<file path="src/design/vrc4_pkg.sv">
package vrc4_pkg;

    // Number of CHR bank registers and their width.
    localparam int ChrSlots    = 8;
    localparam int ChrIdxW     = $clog2(ChrSlots);
    localparam int BankW       = 12;

    // Address decode mask and the decoded register addresses.
    localparam logic [15:0] AddrMask      = 16'hF0CF;
    localparam logic [15:0] AddrPrgSel0   = 16'h8000;
    localparam logic [15:0] AddrPrgSel1   = 16'hA000;
    localparam logic [15:0] AddrMirror    = 16'h9000;
    localparam logic [15:0] AddrModeA     = 16'h9002;
    localparam logic [15:0] AddrModeB     = 16'h9080;
    localparam logic [15:0] AddrIrqLatLo  = 16'hF000;
    localparam logic [15:0] AddrIrqLatHi  = 16'hF001;
    localparam logic [15:0] AddrIrqCtrl   = 16'hF002;
    localparam logic [15:0] AddrIrqAck    = 16'hF003;

    // CHR register window: rows 0xB..0xE with address bits 11..2 clear.
    localparam logic [3:0]  ChrFirstRow   = 4'hB;
    localparam logic [3:0]  ChrLastRow    = 4'hE;
    localparam logic [15:0] ChrZeroMask   = 16'h0FFC;

    // Counter value at which a tick reloads and raises the interrupt.
    localparam logic [7:0]  IrqWrapValue  = 8'hFF;

    // Command codes on the input channel.
    typedef enum logic {
        CmdWrite = 1'b0,
        CmdTick  = 1'b1
    } command_t;

    // Result action codes.
    typedef enum logic [2:0] {
        ActNone   = 3'd0,
        ActPrg    = 3'd1,
        ActChr    = 3'd2,
        ActMirror = 3'd3,
        ActIrq    = 3'd4
    } action_t;

    // Mapper state carried between items.
    typedef struct packed {
        logic [ChrSlots-1:0][BankW-1:0] chr_bank;
        logic                           prg_swap;
        logic [7:0]                     irq_reload;
        logic [7:0]                     irq_count;
        logic [1:0]                     irq_ctrl;
    } map_state_t;

    // One result item.
    typedef struct packed {
        action_t          action;
        logic [2:0]       slot;
        logic [BankW-1:0] bank_number;
        logic             irq_request;
    } map_result_t;

endpackage

</file>
<file path="src/design/vrc4_decode.sv">
module vrc4_decode
    import vrc4_pkg::*;
(
    input  command_t    command,
    input  logic [15:0] address,
    input  logic [7:0]  write_data,
    input  map_state_t  state_cur,
    output map_state_t  state_new,
    output map_result_t result
);

    logic [15:0]        addr_m;
    logic [3:0]         addr_row;
    logic [3:0]         chr_row;
    logic               chr_hit;
    logic [ChrIdxW-1:0] chr_idx;
    logic [BankW-1:0]   chr_old;
    logic [BankW-1:0]   chr_new;

    // Masked address and CHR register window decode.
    assign addr_m   = address & AddrMask;
    assign addr_row = addr_m[15:12];
    assign chr_row  = addr_row - ChrFirstRow;
    assign chr_hit  = (addr_row >= ChrFirstRow) && (addr_row <= ChrLastRow)
                      && ((addr_m & ChrZeroMask) == 16'h0000);
    assign chr_idx  = {chr_row[1:0], addr_m[1]};
    assign chr_old  = state_cur.chr_bank[chr_idx];

    // Bit 0 of the address picks the low nibble or the upper eight bits.
    assign chr_new  = addr_m[0] ? {write_data, chr_old[3:0]}
                                : {chr_old[11:4], write_data[3:0]};

    // Item decode: one state update and one result per beat.
    always_comb begin
        state_new          = state_cur;
        result.action      = ActNone;
        result.slot        = 3'd0;
        result.bank_number = '0;
        result.irq_request = 1'b0;
        priority if (command == CmdTick) begin
            if (state_cur.irq_ctrl[1]) begin
                if (state_cur.irq_count == IrqWrapValue) begin
                    state_new.irq_count = state_cur.irq_reload;
                    result.action       = ActIrq;
                    result.irq_request  = 1'b1;
                end else begin
                    state_new.irq_count = state_cur.irq_count + 8'd1;
                end
            end
        end else if (chr_hit) begin
            state_new.chr_bank[chr_idx] = chr_new;
            result.action               = ActChr;
            result.slot                 = 3'(chr_idx);
            result.bank_number          = chr_new;
        end else begin
            unique case (addr_m)
                AddrPrgSel0: begin
                    result.action      = ActPrg;
                    result.slot        = state_cur.prg_swap ? 3'd2 : 3'd0;
                    result.bank_number = {4'b0000, write_data};
                end
                AddrPrgSel1: begin
                    result.action      = ActPrg;
                    result.slot        = 3'd1;
                    result.bank_number = {4'b0000, write_data};
                end
                AddrMirror: begin
                    result.action      = ActMirror;
                    result.bank_number = {10'b0, write_data[1:0]};
                end
                AddrModeA, AddrModeB: begin
                    state_new.prg_swap = write_data[1];
                end
                AddrIrqLatLo: begin
                    state_new.irq_reload = {state_cur.irq_reload[7:4], write_data[3:0]};
                end
                AddrIrqLatHi: begin
                    state_new.irq_reload = {write_data[3:0], state_cur.irq_reload[3:0]};
                end
                AddrIrqCtrl: begin
                    // Enabling the counter also reloads it from the latch.
                    state_new.irq_ctrl = write_data[1:0];
                    if (write_data[1]) begin
                        state_new.irq_count = state_cur.irq_reload;
                    end
                end
                AddrIrqAck: begin
                    state_new.irq_ctrl = state_cur.irq_ctrl[0] ? 2'b11 : 2'b00;
                end
                default: begin
                end
            endcase
        end
    end

endmodule

</file>
<file path="src/design/vrc4_state.sv">
module vrc4_state
    import vrc4_pkg::*;
(
    input  logic       aclk,
    input  logic       aresetn,
    input  logic       update,
    input  map_state_t state_next,
    output map_state_t state_q
);

    map_state_t state_reg;
    map_state_t reset_value;

    // Reset image: CHR register i holds bank i, everything else is zero.
    always_comb begin
        reset_value = '0;
        for (int i = 0; i < ChrSlots; i++) begin
            reset_value.chr_bank[i] = BankW'(i);
        end
    end

    // State advances once for every beat that leaves the input stage.
    always_ff @(posedge aclk) begin
        if (!aresetn) begin
            state_reg <= reset_value;
        end else if (update) begin
            state_reg <= state_next;
        end
    end

    assign state_q = state_reg;

endmodule

</file>
<file path="src/design/vrc4_style_bank_and_irq_mapper_core.sv">
// VRC4-style bank and IRQ mapper core.
//
// Input channel (s_): one beat is either a CPU register write (s_tuser = 0,
// address and data in s_tdata) or one scanline tick (s_tuser = 1).
// Result channel (m_): exactly one beat per input beat, in order, carrying
// the action code in m_tuser and slot, bank number and IRQ flag in m_tdata.
//
// Each beat passes an input register, then the write decode and state update,
// then the result register, which presents it on m_tdata and m_tuser. One beat
// is accepted every cycle while the result side takes beats; the mapper state
// is read combinationally and written when the beat moves to the result
// register, so a beat sees every change made by the beat before it.
//
// When the receiver stalls, the result register holds its beat and the input
// register can still take one more beat, after which s_tready drops.
// Reset empties both registers and returns the mapper state to its initial
// image: CHR register i holds bank i, swap mode, IRQ latch, counter and
// enable bits are zero.
module vrc4_style_bank_and_irq_mapper_core
    import vrc4_pkg::*;
(
    input  logic        aclk,
    input  logic        aresetn,
    input  logic        s_tvalid,
    output logic        s_tready,
    input  logic [23:0] s_tdata,  // [15:0] address, [23:16] write_data
    input  logic [0:0]  s_tuser,  // [0] command
    output logic        m_tvalid,
    input  logic        m_tready,
    output logic [15:0] m_tdata,  // [2:0] slot, [14:3] bank_number, [15] irq_request
    output logic [2:0]  m_tuser   // [2:0] action
);

    logic        in_valid_reg;
    command_t    in_cmd_reg;
    logic [15:0] in_addr_reg;
    logic [7:0]  in_data_reg;
    logic        out_valid_reg;
    logic        out_valid_next;
    map_result_t out_result_reg;
    logic        advance;
    map_state_t  state_q;
    map_state_t  state_next;
    map_result_t result;

    // Handshake: the input stage moves on when the result register is free.
    assign advance  = in_valid_reg && (!out_valid_reg || m_tready);
    assign s_tready = !in_valid_reg || advance;

    // Input register.
    always_ff @(posedge aclk) begin
        if (!aresetn) begin
            in_valid_reg <= 1'b0;
        end else if (s_tready) begin
            in_valid_reg <= s_tvalid;
        end
    end

    always_ff @(posedge aclk) begin
        if (s_tvalid && s_tready) begin
            in_cmd_reg  <= command_t'(s_tuser[0]);
            in_addr_reg <= s_tdata[15:0];
            in_data_reg <= s_tdata[23:16];
        end
    end

    // Decode and state update.
    vrc4_decode u_decode (
        .command    (in_cmd_reg),
        .address    (in_addr_reg),
        .write_data (in_data_reg),
        .state_cur  (state_q),
        .state_new  (state_next),
        .result     (result)
    );

    vrc4_state u_state (
        .aclk       (aclk),
        .aresetn    (aresetn),
        .update     (advance),
        .state_next (state_next),
        .state_q    (state_q)
    );

    // Result register.
    always_comb begin
        out_valid_next = out_valid_reg;
        if (advance) begin
            out_valid_next = 1'b1;
        end else if (m_tready) begin
            out_valid_next = 1'b0;
        end
    end

    always_ff @(posedge aclk) begin
        if (!aresetn) begin
            out_valid_reg <= 1'b0;
        end else begin
            out_valid_reg <= out_valid_next;
        end
    end

    always_ff @(posedge aclk) begin
        if (advance) begin
            out_result_reg <= result;
        end
    end

    assign m_tvalid = out_valid_reg;
    assign m_tuser  = out_result_reg.action;
    assign m_tdata  = {out_result_reg.irq_request, out_result_reg.bank_number,
                       out_result_reg.slot};

    // The IRQ flag goes with the IRQ action and nothing else.
    assert property (@(posedge aclk) disable iff (!aresetn)
        out_valid_reg |-> (out_result_reg.irq_request == (out_result_reg.action == ActIrq)))
        else $error("irq_request does not match the IRQ action");

    // A result without an action carries no slot and no bank.
    assert property (@(posedge aclk) disable iff (!aresetn)
        (out_valid_reg && out_result_reg.action == ActNone)
        |-> (out_result_reg.slot == 3'd0 && out_result_reg.bank_number == '0))
        else $error("idle result carries a slot or bank");

    // With both stages full and the receiver stalled, no beat is taken.
    assert property (@(posedge aclk) disable iff (!aresetn)
        (in_valid_reg && out_valid_reg && !m_tready) |-> !s_tready)
        else $error("input accepted while pipeline is full");

    // An accepted beat always lands in the input register.
    assert property (@(posedge aclk) disable iff (!aresetn)
        (s_tvalid && s_tready) |=> in_valid_reg)
        else $error("accepted beat lost");

    // Reset leaves no result pending.
    assert property (@(posedge aclk) !aresetn |=> (!out_valid_reg && !in_valid_reg))
        else $error("pipeline not empty after reset");

endmodule
</file>
<file path="config.mk">
export PLATFORM = sky130hd
export DESIGN_NAME = vrc4_style_bank_and_irq_mapper_core
export DESIGN_NICKNAME = d
export VERILOG_FILES = /design/src/design/vrc4_pkg.sv /design/src/design/vrc4_decode.sv /design/src/design/vrc4_state.sv /design/src/design/vrc4_style_bank_and_irq_mapper_core.sv
export SDC_FILE = /design/constraint.sdc
export NUM_CORES = 1
export LEC_CHECK = 0
export ABC_CLOCK_PERIOD_IN_PS = 3200
export CAP_MARGIN = 15
export CORE_AREA = 2 2 126 116
export CTS_BUF_LIST = sky130_fd_sc_hd__clkbuf_4
export DETAILED_ROUTE_END_ITERATION = 6
export DIE_AREA = 0 0 128 118
export DONT_BUFFER_PORTS = 1
export PLACE_DENSITY_LB_ADDON = 0.25
export SETUP_SLACK_MARGIN = 0.02
export SLEW_MARGIN = 20
export SYNTH_ARGS = -nofsm -noshare
export SYNTH_HDL_FRONTEND = slang
export SYNTH_SLANG_ARGS = --single-unit
</file>
<file path="constraint.sdc">
create_clock -name aclk -period 3.2 [get_ports aclk]
set_clock_uncertainty 0.1 [all_clocks]
set_input_delay 0.48 -clock aclk [delete_from_list [all_inputs] [get_ports aclk]]
set_output_delay 0.48 -clock aclk [all_outputs]
set_load 0.03 [all_outputs]
</file>
==> results of run 1 <==
-- synthesized netlist by cell type (15+ instances only) --
master and number:
sky130_fd_sc_hd__mux2i_1 34, sky130_fd_sc_hd__a211oi_1 15, sky130_fd_sc_hd__nor3_1 28, sky130_fd_sc_hd__o21ai_0 79, sky130_fd_sc_hd__nand2_1 23, sky130_fd_sc_hd__dfxtp_1 117, sky130_fd_sc_hd__a21oi_1 106, sky130_fd_sc_hd__nand3_1 16
sky130_fd_sc_hd__mux2_2 24, sky130_fd_sc_hd__nor2_1 34, sky130_fd_sc_hd__edfxtp_1 38, sky130_fd_sc_hd__clkbuf_1 35
-- cells in the final DEF (no fill, tap or decap), drive strengths merged, types with 3 or more instances in the layout --
cell type,count
o21ai,93
nand2b,5
or2,3
a31oi,6
dlygate4sd3,20
clkinv,7
nor3,28
bufinv,5
mux2,24
and3,6
mux2i,34
buf,32
nand2,23
nor4,8
nor2,34
nand3b,4
inv,11
edfxtp,38
nor2b,4
nor4b,3
clkbuf,18
a211oi,15
o22ai,10
ha,5
a21oi,106
nand4,5
dfxtp,117
nand3,16
a22o,10
-- worst min-delay path by stage --
stage                                      from                               end  slack (ns)  cells past startpoint
3_3_place_gp   u_state.state_q[10]$_SDFFE_PN0P_  u_state.state_q[10]$_SDFFE_PN0P_        0.36                      2
5_1_grt                                m_tready             m_tvalid$_SDFFE_PN0P_        0.04                      2
6_report                               m_tready             m_tvalid$_SDFFE_PN0P_        0.06                      2
2_1_floorplan  u_state.state_q[10]$_SDFFE_PN0P_  u_state.state_q[10]$_SDFFE_PN0P_        0.35                      2
4_1_cts                                m_tready             m_tvalid$_SDFFE_PN0P_       0.003                      2
3_5_place_dp   u_state.state_q[10]$_SDFFE_PN0P_  u_state.state_q[10]$_SDFFE_PN0P_        0.37                      2
-- through the flow --
| stage | worst slack, ns | util | cells |
|---|---|---|---|
| floorplan | 0.575 | - | 693 |
| global placement | 0.407 | 0.506 | 841 |
| detailed placement | 0.336 | 0.506 | 841 |
| CTS | 0.307 | 0.548 | 894 |
| global route | 0.0708 | 0.548 | 894 |
| finish | 0.305 | 0.548 | 894 |
-- cell type report --
type | count | area (um^2) | area share
flip-flops and latches | 155 | 3480 | 0.463
inverters | 11 | 41.3 | 0.00549
multi-input cells | 472 | 2980 | 0.396
clock buffers | 18 | 135 | 0.0180
clock inverters | 14 | 201 | 0.0268
repair buffers | 52 | 473 | 0.0628
well taps | 172 | 215 | 0.0286
-- worst max-delay path, stage by stage (launching register included) --
cell and delay (ns):
sky130_fd_sc_hd__edfxtp_1 0.41, sky130_fd_sc_hd__inv_1 0.12, sky130_fd_sc_hd__ha_1 0.28, sky130_fd_sc_hd__and3b_1 0.26
sky130_fd_sc_hd__or4_1 0.74, sky130_fd_sc_hd__nor4b_4 0.27, sky130_fd_sc_hd__buf_4 0.32, sky130_fd_sc_hd__nor2_1 0.08
sky130_fd_sc_hd__a211oi_1 0.24
-- cells by family after synthesis --
family,synth area share
buf+inv,0.0421
compound gates,0.217
simple gates,0.122
fa+ha+maj,0.00927
mux,0.0905
xor+xnor,0.00260
flops,0.516
-- power by group through the flow --
stage | clock [mW] | combinational (mW) | sequential [mW]
floorplan | 0 | 0.189 | 2.12
global placement | 0 | 0.249 | 2.13
detailed placement | 0 | 0.256 | 2.13
CTS | 1.41 | 0.293 | 2.09
global route | 1.49 | 0.320 | 2.09
finish | 1.38 | 0.298 | 2.09
-- per-layer routing --
layer  up-vias  wire (um)  track usage  share of wire
li1       2607          -            -              -
met1      2669       7810        0.317           0.46
met2       188       7690        0.350           0.46
met3        26       1040       0.0491          0.062
met4         0        276       0.0783          0.016
met5         -          0            0              0
==> impl_summary.md, run 1 <==
Detailed routing
The total wire length after detailed routing is 16.8 mm. The detailed-route vias per instance is 6.14. The number of nets with antenna violations after detailed routing is 0. The count of unresolved DRC violations after routing is 0. In the final routed layout, each cell accounts on average for 18.8 um. The total via count after detailed routing is 5,490. The first routing iteration left 601 violations. The pre-antenna-repair detailed-routing pass consisted of 5 iterations.

CTS
Clock tree synthesis inserted a total of 17 buffers. The clock tree buffer depth is 2. The TritonCTS clock tree is yes. The number of setup buffers added after CTS is 0.

The number of gates given a new drive strength after cts is 0. CTS built an H-tree with a depth of 4. For the worst-skew pair, the clock arrives at the later sink with an insertion delay of 0.56 ns.

After clock tree synthesis, the clock-pin slew on the worst setup and hold paths is 0.13 ns. The number of hold-repair buffers added at the cts stage is 21. The buffer type at the clock tree root is sky130_fd_sc_hd__clkbuf_4. The number of clock sinks is 155.

Floorplan
From left edge to right edge, the die measures 128 um. For this configuration, the core starts out at a cell density of 0.491. The height of the die is 118 um. In this run the count of I/O pins placed on the die edge is 50.

The area of the die is 15,100 um^2. After floorplanning, the core was divided into 41 placement rows. The core box area is 13,700 um^2.

Final layout
The final net count is 743. The register with the most flip-flops in the layout has 115 of them. The number of fill cells in the layout is 1,207. The cell area after layout is 7530 um^2. The number of antenna repair diodes is 0. Compared with the post-synthesis result, the final layout area differs by 11.6%. The fraction of final layout cells with drive strength greater than 1 is 0.137.

Pwr
Of the total power, registers draw 0.554. The share of total power dissipated in the clock network is 0.367. The internal portion of the total power is 2.84 mW. The relative contribution of combinational cells to total power is 0.079. The net switching power is 0.924 mW. The power density over cell area is 500 nW/um^2. Of the total power, the share spent switching nets is 0.245. Across the VDD grid, the largest voltage drop is 0.393 mV.

The overall power consumption is 3.77 mW. The analysis attributes to cell leakage a power of 2.79 nW.

STA
Setup repair after global routing left no endpoint under its margin. The final critical-path required period is 2.89 ns. For the pin with the worst max-slew slack, the measured transition is 0.917 ns. The achievable clock frequency is 345 MHz. The count of final hold-check violations was 0. The final worst hold slack is 0.0564 ns. After routing, the total negative slack on setup checks comes to 0 ns. The final period utilization is 0.905. Headroom to the max-slew limit came out at 0.388. Setup violations remaining at the end of the flow were counted as 0. The final max-slew violation count is 0.

Synthesis
After synthesis, the cell types taking the most area are sky130_fd_sc_hd__dfxtp_1 35%, sky130_fd_sc_hd__edfxtp_1 17%, sky130_fd_sc_hd__a21oi_1 7.9%, sky130_fd_sc_hd__o21ai_0 5.9%, sky130_fd_sc_hd__mux2i_1 5.0%. The net count after synthesis is 727. The flip-flop cell with the highest count after synthesis is sky130_fd_sc_hd__dfxtp_1.

The share of the yosys chip area belonging to registers is 0.516. The number of flops mapped to enable cells by yosys is 38. sky130_fd_sc_hd__dfxtp_1 takes more of the synthesized area than any other cell.

The post-synthesis register bit count is 155. The number of different library cells used by synthesis comes to 56. Of all flip-flops after synthesis, the portion carrying an async set or reset was 0.

Averaged over all synthesized cells, the footprint is 9.73 um^2. The mapped netlist covers 6750 um^2. The synthesized instance count is 693.

The number of warning messages in the yosys log is 0. Of the post-synthesis cell area, the dominant cell type holds 0.347.

Worst setup path
The launch point of the critical path is in_addr_reg[12]$_DFFE_PP_. Of all nets on the critical path, the largest fanout is 24. The category of the worst setup path launch point is a flop.

At the worst endpoint, the required time is 3.57 ns. The capturing instance or port of the critical path is u_state.state_q[68]$_SDFFE_PN0P_. The capturing point of the worst reg2reg path is u_state.state_q[68]$_SDFFE_PN0P_. The worst reg-to-reg setup slack is 0.31 ns.

The endpoint arrival time on the critical path is 3.27 ns. The kind of end point of the critical path is a flop. The class of the most critical setup path is reg2reg. The beginning of the worst register-to-register path is in_addr_reg[12]$_DFFE_PP_. The cell count of the worst reg-to-reg path is 8.

Placed design
The congestion estimate from routability-driven global placement came to 0.848. In this run the cell area measured after placement is 6960 um^2. Once detailed placement completed, the half-perimeter wirelength came to 10.8 mm.

In this run the tool buffered the top-level ports with 0 buffer cells.

Global route
The via count of the first global-routing pass is 5,187. The first global-routing pass estimated 27.1 mm of wire. Entering global routing, the biggest net connects 83 pins. For this run the aggregate overflow at the end of global routing stands at 0.

The initial antenna violation count was 0. In the global route stage, overall resource usage came out at 0.227.

Flow run
The max-cap check violation count is 0.

Min path
The path class of the lowest-slack min-delay path is in2reg.

Status
The run finished with clean final reports.
(Power assumes the default switching activity.)
==> inputs of run 2 (changes only) <==
ABC_CLOCK_PERIOD_IN_PS = 3100   (was 3200)
CAP_MARGIN = 5   (was 15)
clock period = 3.1 ns   (was 3.2 ns; I/O delays follow)
==> run 2 against run 1 <==
Die area is the same. Count of clock-buffer cells in the layout grew 5. Final cell count grew 0.56%. Clock power shrank 14%.
==> impl_summary.md, run 2 (synthesis gave the netlist of run 1 again) <==
Pwr
The worst supply voltage drop on vdd is 0.231 mV. The share of total power dissipated in sequential elements is 0.591. The power density over cell area is 485 nW/um^2.

The reported leakage power is 2.79 nW. In this run the power spent charging and discharging nets is 0.900 mW. The completed layout was analyzed and its total power is 3.65 mW.

The switching power share of the total is 0.247. The clock network fraction of total power is 0.324. The relative contribution of combinational cells to total power is 0.085. The internal power consumption is 2.75 mW.

Final layout
At the end of the flow, the number of nets in the layout was 748. Relative to the synthesized area, the layout overhead comes to 11.4%. In the layout the commonest cells are 117 x sky130_fd_sc_hd__dfxtp_1, 106 x sky130_fd_sc_hd__a21oi_1, 79 x sky130_fd_sc_hd__o21ai_0. The flip-flop count of the largest register, all copies and words added is 115.

For this run, the share of the core covered by cells in the final layout is 0.547. Leaving out fill and tap cells, the most frequent cell in the layout is sky130_fd_sc_hd__dfxtp_1. Of the cells placed in the final design, the portion with a size suffix greater than 1 is 0.140. 0 antenna diodes ended up in the layout.

Detailed routing
For this block, the initial DRC count from the detailed router was 528. After detailed routing, the number of vias per cell comes to 6.04. The count of nets left with antenna violations once routing finished came out at 0. In the final routed layout, each cell accounts on average for 18.5 um. The count of unresolved DRC violations after routing is 0. The total wire length after detailed routing is 16.7 mm. The total via count after detailed routing is 5,428. The first detailed-routing pass ran for 5 iterations.

STA
The achievable clock frequency is 358 MHz. Hold timing on the final database bottoms out at a slack of 0.107 ns. The final period utilization is 0.900. For the final routed database, the setup TNS stands at 0 ns. The final max-slew violation count is 0.

The setup slack of the critical path after layout is 0.311 ns. The total of endpoints with negative setup slack in the final report is 0. For the pin with the worst max-slew slack, the measured transition is 1.01 ns. The count of final hold-check violations was 0. The final critical-path required period is 2.79 ns. Setup repair after global routing left no endpoint under its margin. In this run the tightest slew margin relative to its limit is 0.325.

CTS
TritonCTS built the clock tree. The buffer type at the clock tree root is sky130_fd_sc_hd__clkbuf_4. The depth of the CTS H-tree is 4.

The number of setup buffers added after CTS is 0. The clock tree buffer depth is 2. The total clock buffers created by CTS is 17.

Clock latency on the worst-skew pair, taken at its later pin, is 0.56 ns. After clock tree synthesis, the clock-pin slew on the worst setup and hold paths is 0.12 ns. The clock drives 155 sinks.

Floorplan
The height of the die is 118 um. The die covers 15,100 um^2. The initialized floorplan defines 41 standard-cell rows. For this configuration, the core starts out at a cell density of 0.491. From left edge to right edge, the die measures 128 um. The core box area is 13,700 um^2. The total I/O pin count is 50.

Status
The flow ran to the end, and the final reports show no timing, DRC or antenna violations.

Worst setup path
At the worst endpoint, the arrival time is 3.15 ns. The master of the slowest instance on the critical path is sky130_fd_sc_hd__or4_1. The kind of end point of the critical path is a flop.

The critical path's largest stage delay is 0.62 ns. The data required time of the worst path is 3.46 ns. The class of the most critical setup path is reg2reg. The worst setup path is launched from a flop. In this run the worst path has a maximum fanout of 24. Walking the worst path, the cells encountered are or4b_4 > or4_1 > nor4b_4 > buf_4 > nor2_1 > a211oi_1.

Global route
The via count of the first global-routing pass is 5,080. The initial antenna violation count is 0. The first global-routing pass estimated 26.5 mm of wire. After global routing the overflow that remains totals 0. Across every metal layer, demand over resource in global routing totals 0.226.

The largest net degree at the start of global routing is 83.

Placed design
OpenSTA, run right after detailed placement, puts the worst setup slack at 0.353 ns. During placement, the flow inserted port buffers numbering 0. Summed over all nets, the half-perimeter wirelength after detailed placement is 10.8 mm. The final weighted congestion in routability-driven placement is 0.872.

Min path
The worst hold path belongs to the class in2reg.

Flow run
The tool flagged a number of max-cap violations equal to 0.
-- run 2: cell count changes in the layout (fill, tap and decap cells not counted), sizes merged --
| cell | previous run | this run |
|---|---|---|
| bufinv | 5 | 2 |
| clkinvlp | 2 | 0 |
| dlygate4sd3 | 20 | 21 |
| clkbuf | 18 | 23 |
| buf | 32 | 36 |
-- run 2: per-stage QoR --
step,area (um^2),cells
finish,7510,899
global route,7510,899
floorplan,6750,693
global placement,7010,845
detailed placement,7010,845
CTS,7510,899
-- run 2: final timing paths --
check | from | endpoint | slack (ns) | cells after the start
setup / recovery | in_addr_reg[7]$_DFFE_PP_ | u_state.state_q[43]$_SDFFE_PN0P_ | 0.31 | 6
setup reg to reg | in_addr_reg[7]$_DFFE_PP_ | u_state.state_q[43]$_SDFFE_PN0P_ | 0.31 | 6
hold reg to reg | u_state.state_q[13]$_SDFFE_PN0P_ | u_state.state_q[13]$_SDFFE_PN0P_ | 0.39 | 2
hold / removal | m_tready | in_valid_reg$_SDFFE_PN0N_ | 0.11 | 3
-- run 2: area by class of cell --
type	count	area, um^2
fill	1231	6230
timing repair buffer	57	526
multi-input combinational	472	2980
tap	172	215
clock buffer	23	173
clock inverter	9	98.8
sequential	155	3480
inverter	11	41.3
-- run 2: layer usage --
metal  routed length [um]  GRT usage  part of all wire  up-vias
met5                    0          0                 0        -
li1                     -          -                 -     2611
met4                  219     0.0762             0.013        0
met2                 7790      0.350              0.47      155
met1                 7730      0.307              0.46     2641
met3                  913     0.0573             0.055       21
-- run 2: worst max-delay path: cells and delay by family (launching register included) --
| family | cells | cell delay, ns |
|---|---|---|
| AOI/OAI and AO/OA | 1 | 0.23 |
| DFF | 1 | 0.47 |
| and+or+nand+nor | 4 | 1.57 |
| buffers and inverters | 1 | 0.33 |
-- run 2: power by group through the flow --
stage	clock (mW)	sequential, mW	combinational (mW)
after floorplan	0	2.18	0.195
after global placement	0	2.20	0.261
after detailed placement	0	2.20	0.267
after CTS	1.22	2.15	0.306
after global routing	1.30	2.16	0.335
final	1.18	2.15	0.309
-- run 2: timing repair --
item / in CTS / in global routing
resized for setup: 0 / 0
hold endpoints to repair: 103 / 0
hold buffers: 22 / 0
==> inputs of run 3 (changes only) <==
ABC_CLOCK_PERIOD_IN_PS = 3360   (was 3100)
CTS_CLUSTER_DIAMETER = 120   (was not set)
TNS_END_PERCENT = 10   (was not set)
clock period = 3.36 ns   (was 3.1 ns; I/O delays follow)
==> run 3 against run 2 <==
Combinational power down 9.7%. Final cell count down 0.78%. Largest cell class unchanged. Non-clock buffer count down 7. Via count up 1.2%. Hold slack worse by 0.033 ns.
==> impl_summary.md, run 3 (synthesis gave the netlist of run 1 again) <==
Worst setup path
The data required time of the worst path is 3.72 ns. On the worst path, the slowest cell contributes a delay of 0.73 ns. STA classifies the critical path endpoint as a flop. Along the worst path, the maximum fanout reaches 24. The master of the slowest instance on the critical path is sky130_fd_sc_hd__or4_1.

The worst setup path is launched from a flop. At the worst endpoint, the arrival time is 3.32 ns. The setup path with the least slack is of type reg2reg. The critical path goes through inv_1 > ha_1 > and3b_1 > or4_1 > nor4b_4 > buf_4 > nor2_1 > a211oi_1.

Final layout
The register with the most flip-flops in the layout has 115 of them. The core utilization of the finished layout is 0.547. At the end of the flow, the number of nets in the layout was 741. 0 antenna diodes ended up in the layout. Leaving out fill and tap cells, the most frequent cells in the layout are 117 x sky130_fd_sc_hd__dfxtp_1, 106 x sky130_fd_sc_hd__a21oi_1, 79 x sky130_fd_sc_hd__o21ai_0.

The area growth from synthesis to final layout is 11.4%. The most common library cell in the layout ignoring fill and taps is sky130_fd_sc_hd__dfxtp_1. After filler insertion, the fill cell instance count of the layout stands at 1,199. In the final layout, the share of cells above drive strength 1 is 0.136.

Global route
The via count of the first global-routing pass is 5,269. For this run, global-route usage on met2 was measured as 0.360. The global routing usage on met1 is 0.311. For this run the aggregate overflow at the end of global routing stands at 0. After global routing, the most crowded layer is met2.

The largest net degree at the start of global routing is 82. The total routing usage reported by global routing is 0.231. The met3 capacity usage during global routing is 0.0641. The initial antenna violation count is 1. The global-route wire length before repair is 27.3 mm.

STA
The final period utilization is 0.881. The final critical-path required period is 2.96 ns. Setup repair after global routing left no endpoint under its margin. The sum of negative setup slack is 0 ns. The remaining max-slew budget at the tightest pin is 0.349. At the pin with the least slew margin, the transition time is 0.976 ns.

The achievable clock frequency is 338 MHz. The final max-slew violation count is 0. The count of final hold-check violations is 0. The total of endpoints with negative setup slack in the final report is 0.

Detailed routing
The total via count after detailed routing is 5,495. The count of TritonRoute iterations in the first routing pass is 5. The detailed-route vias per instance is 6.16. The number of violations reported at the end of detailed-routing iteration 0 is 541. The number of nets with antenna violations after detailed routing is 0. The average wire length per cell after detail routing is 19.3 um.

The total wire length after detailed routing is 17.2 mm. For this run, design rule violations remaining after detail routing come to 0.

Status
The run finished with clean final reports.

CTS
The depth of the CTS H-tree is 4. The number of clock sinks is 155. The clock transition at the registers of the reported paths is 0.14 ns. The total clock buffers created by CTS is 17. The number of hold-repair buffers added at the cts stage is 22.

No sink is reached through more buffers than the 2 on the longest clock path. The number of setup buffers added after CTS is 0. The later pin in the worst-skew pair is clocked with a latency of 0.55 ns.

The number of gates given a new drive strength after cts is 0. TritonCTS built the clock tree. The buffer type at the clock tree root is sky130_fd_sc_hd__clkbuf_4.

Placed design
The count of port buffers added during placement is 0. Routability-driven placement finished with a final weighted congestion of 0.844. The wire-length estimate of the detail-placed layout is 11.0 mm.

Pwr
Across the VDD grid, the largest voltage drop is 0.276 mV. The power density over cell area is 476 nW/um^2. In this run the static leakage power is 2.78 nW.

Min path
The min-delay analysis places its worst path in the category in2reg.

Floorplan
Measured along the x axis, the die boundary spans 128 um. During I/O placement, the number of pins put on the boundary was 50. The starting density of the core is 0.491. The height of the die is 118 um.

The area of the die is 15,100 um^2. The standard-cell row count is 41. The core box area is 13,700 um^2.

Flow run
The max-cap check violation count is 0.
==> run 3: cell types whose count changed in the layout (fill, tap and decap cells not counted), moves of 3 or more <==
cell,previous run,this run
sky130_fd_sc_hd__buf_4,33,27
sky130_fd_sc_hd__clkbuf_4,23,17
sky130_fd_sc_hd__inv_6,0,4
sky130_fd_sc_hd__clkinv_1,3,0
==> run 3: critical path, delay by kind of cell, from the launching register on <==
| kind | cells | cell delay, ns |
|---|---|---|
| AND/OR/NAND/NOR | 4 | 1.35 |
| buffers and inverters | 2 | 0.45 |
| flip-flops | 1 | 0.44 |
| adder cells (fa/ha/maj) | 1 | 0.29 |
| AO/OA/AOI/OAI | 1 | 0.24 |
==> run 3: final timing paths <==
check | from | slack [ns] | end | cells past startpoint
max | in_addr_reg[12]$_DFFE_PP_ | 0.40 | u_state.state_q[43]$_SDFFE_PN0P_ | 8
min | m_tready | 0.07 | m_tvalid$_SDFFE_PN0P_ | 2
max reg2reg | in_addr_reg[12]$_DFFE_PP_ | 0.40 | u_state.state_q[43]$_SDFFE_PN0P_ | 8
min reg2reg | u_state.state_q[13]$_SDFFE_PN0P_ | 0.39 | u_state.state_q[13]$_SDFFE_PN0P_ | 2
==> run 3: routing by layer <==
metal  wire (um)  share of wire  up-vias
met5           0              0        -
met2        7910           0.46      227
met1        7770           0.45     2635
met3        1190          0.069       31
li1            -              -     2602
met4         358          0.021        0
==> run 3: layout make-up <==
cell class	count	area (um^2)	area share
clock buffers	17	128	0.0170
clock inverters	15	210	0.0280
inverters	11	41.3	0.00549
multi-input cells	472	2980	0.396
flip-flops and latches	155	3480	0.463
well taps	172	215	0.0286
repair buffers	50	460	0.0613
==> run 3: stage by stage <==
step | hold slack [ns] | total power, mW | setup slack [ns] | cell area (um^2) | std cells
after global placement | 0.365 | 2.26 | 0.554 | 6940 | 838
after global routing | 0.0540 | 3.71 | 0.248 | 7520 | 892
after CTS | 0.0329 | 3.60 | 0.438 | 7520 | 892
final | 0.0739 | 3.58 | 0.400 | 7520 | 892
after detailed placement | 0.374 | 2.27 | 0.484 | 6940 | 838
after floorplan | 0.346 | 2.19 | 0.735 | 6750 | 693
==> run 3: report_power, final <==
group	switching (mW)	internal (mW)
Combinational	0.177	0.102
Sequential	0.0490	1.94
Clock	0.705	0.605
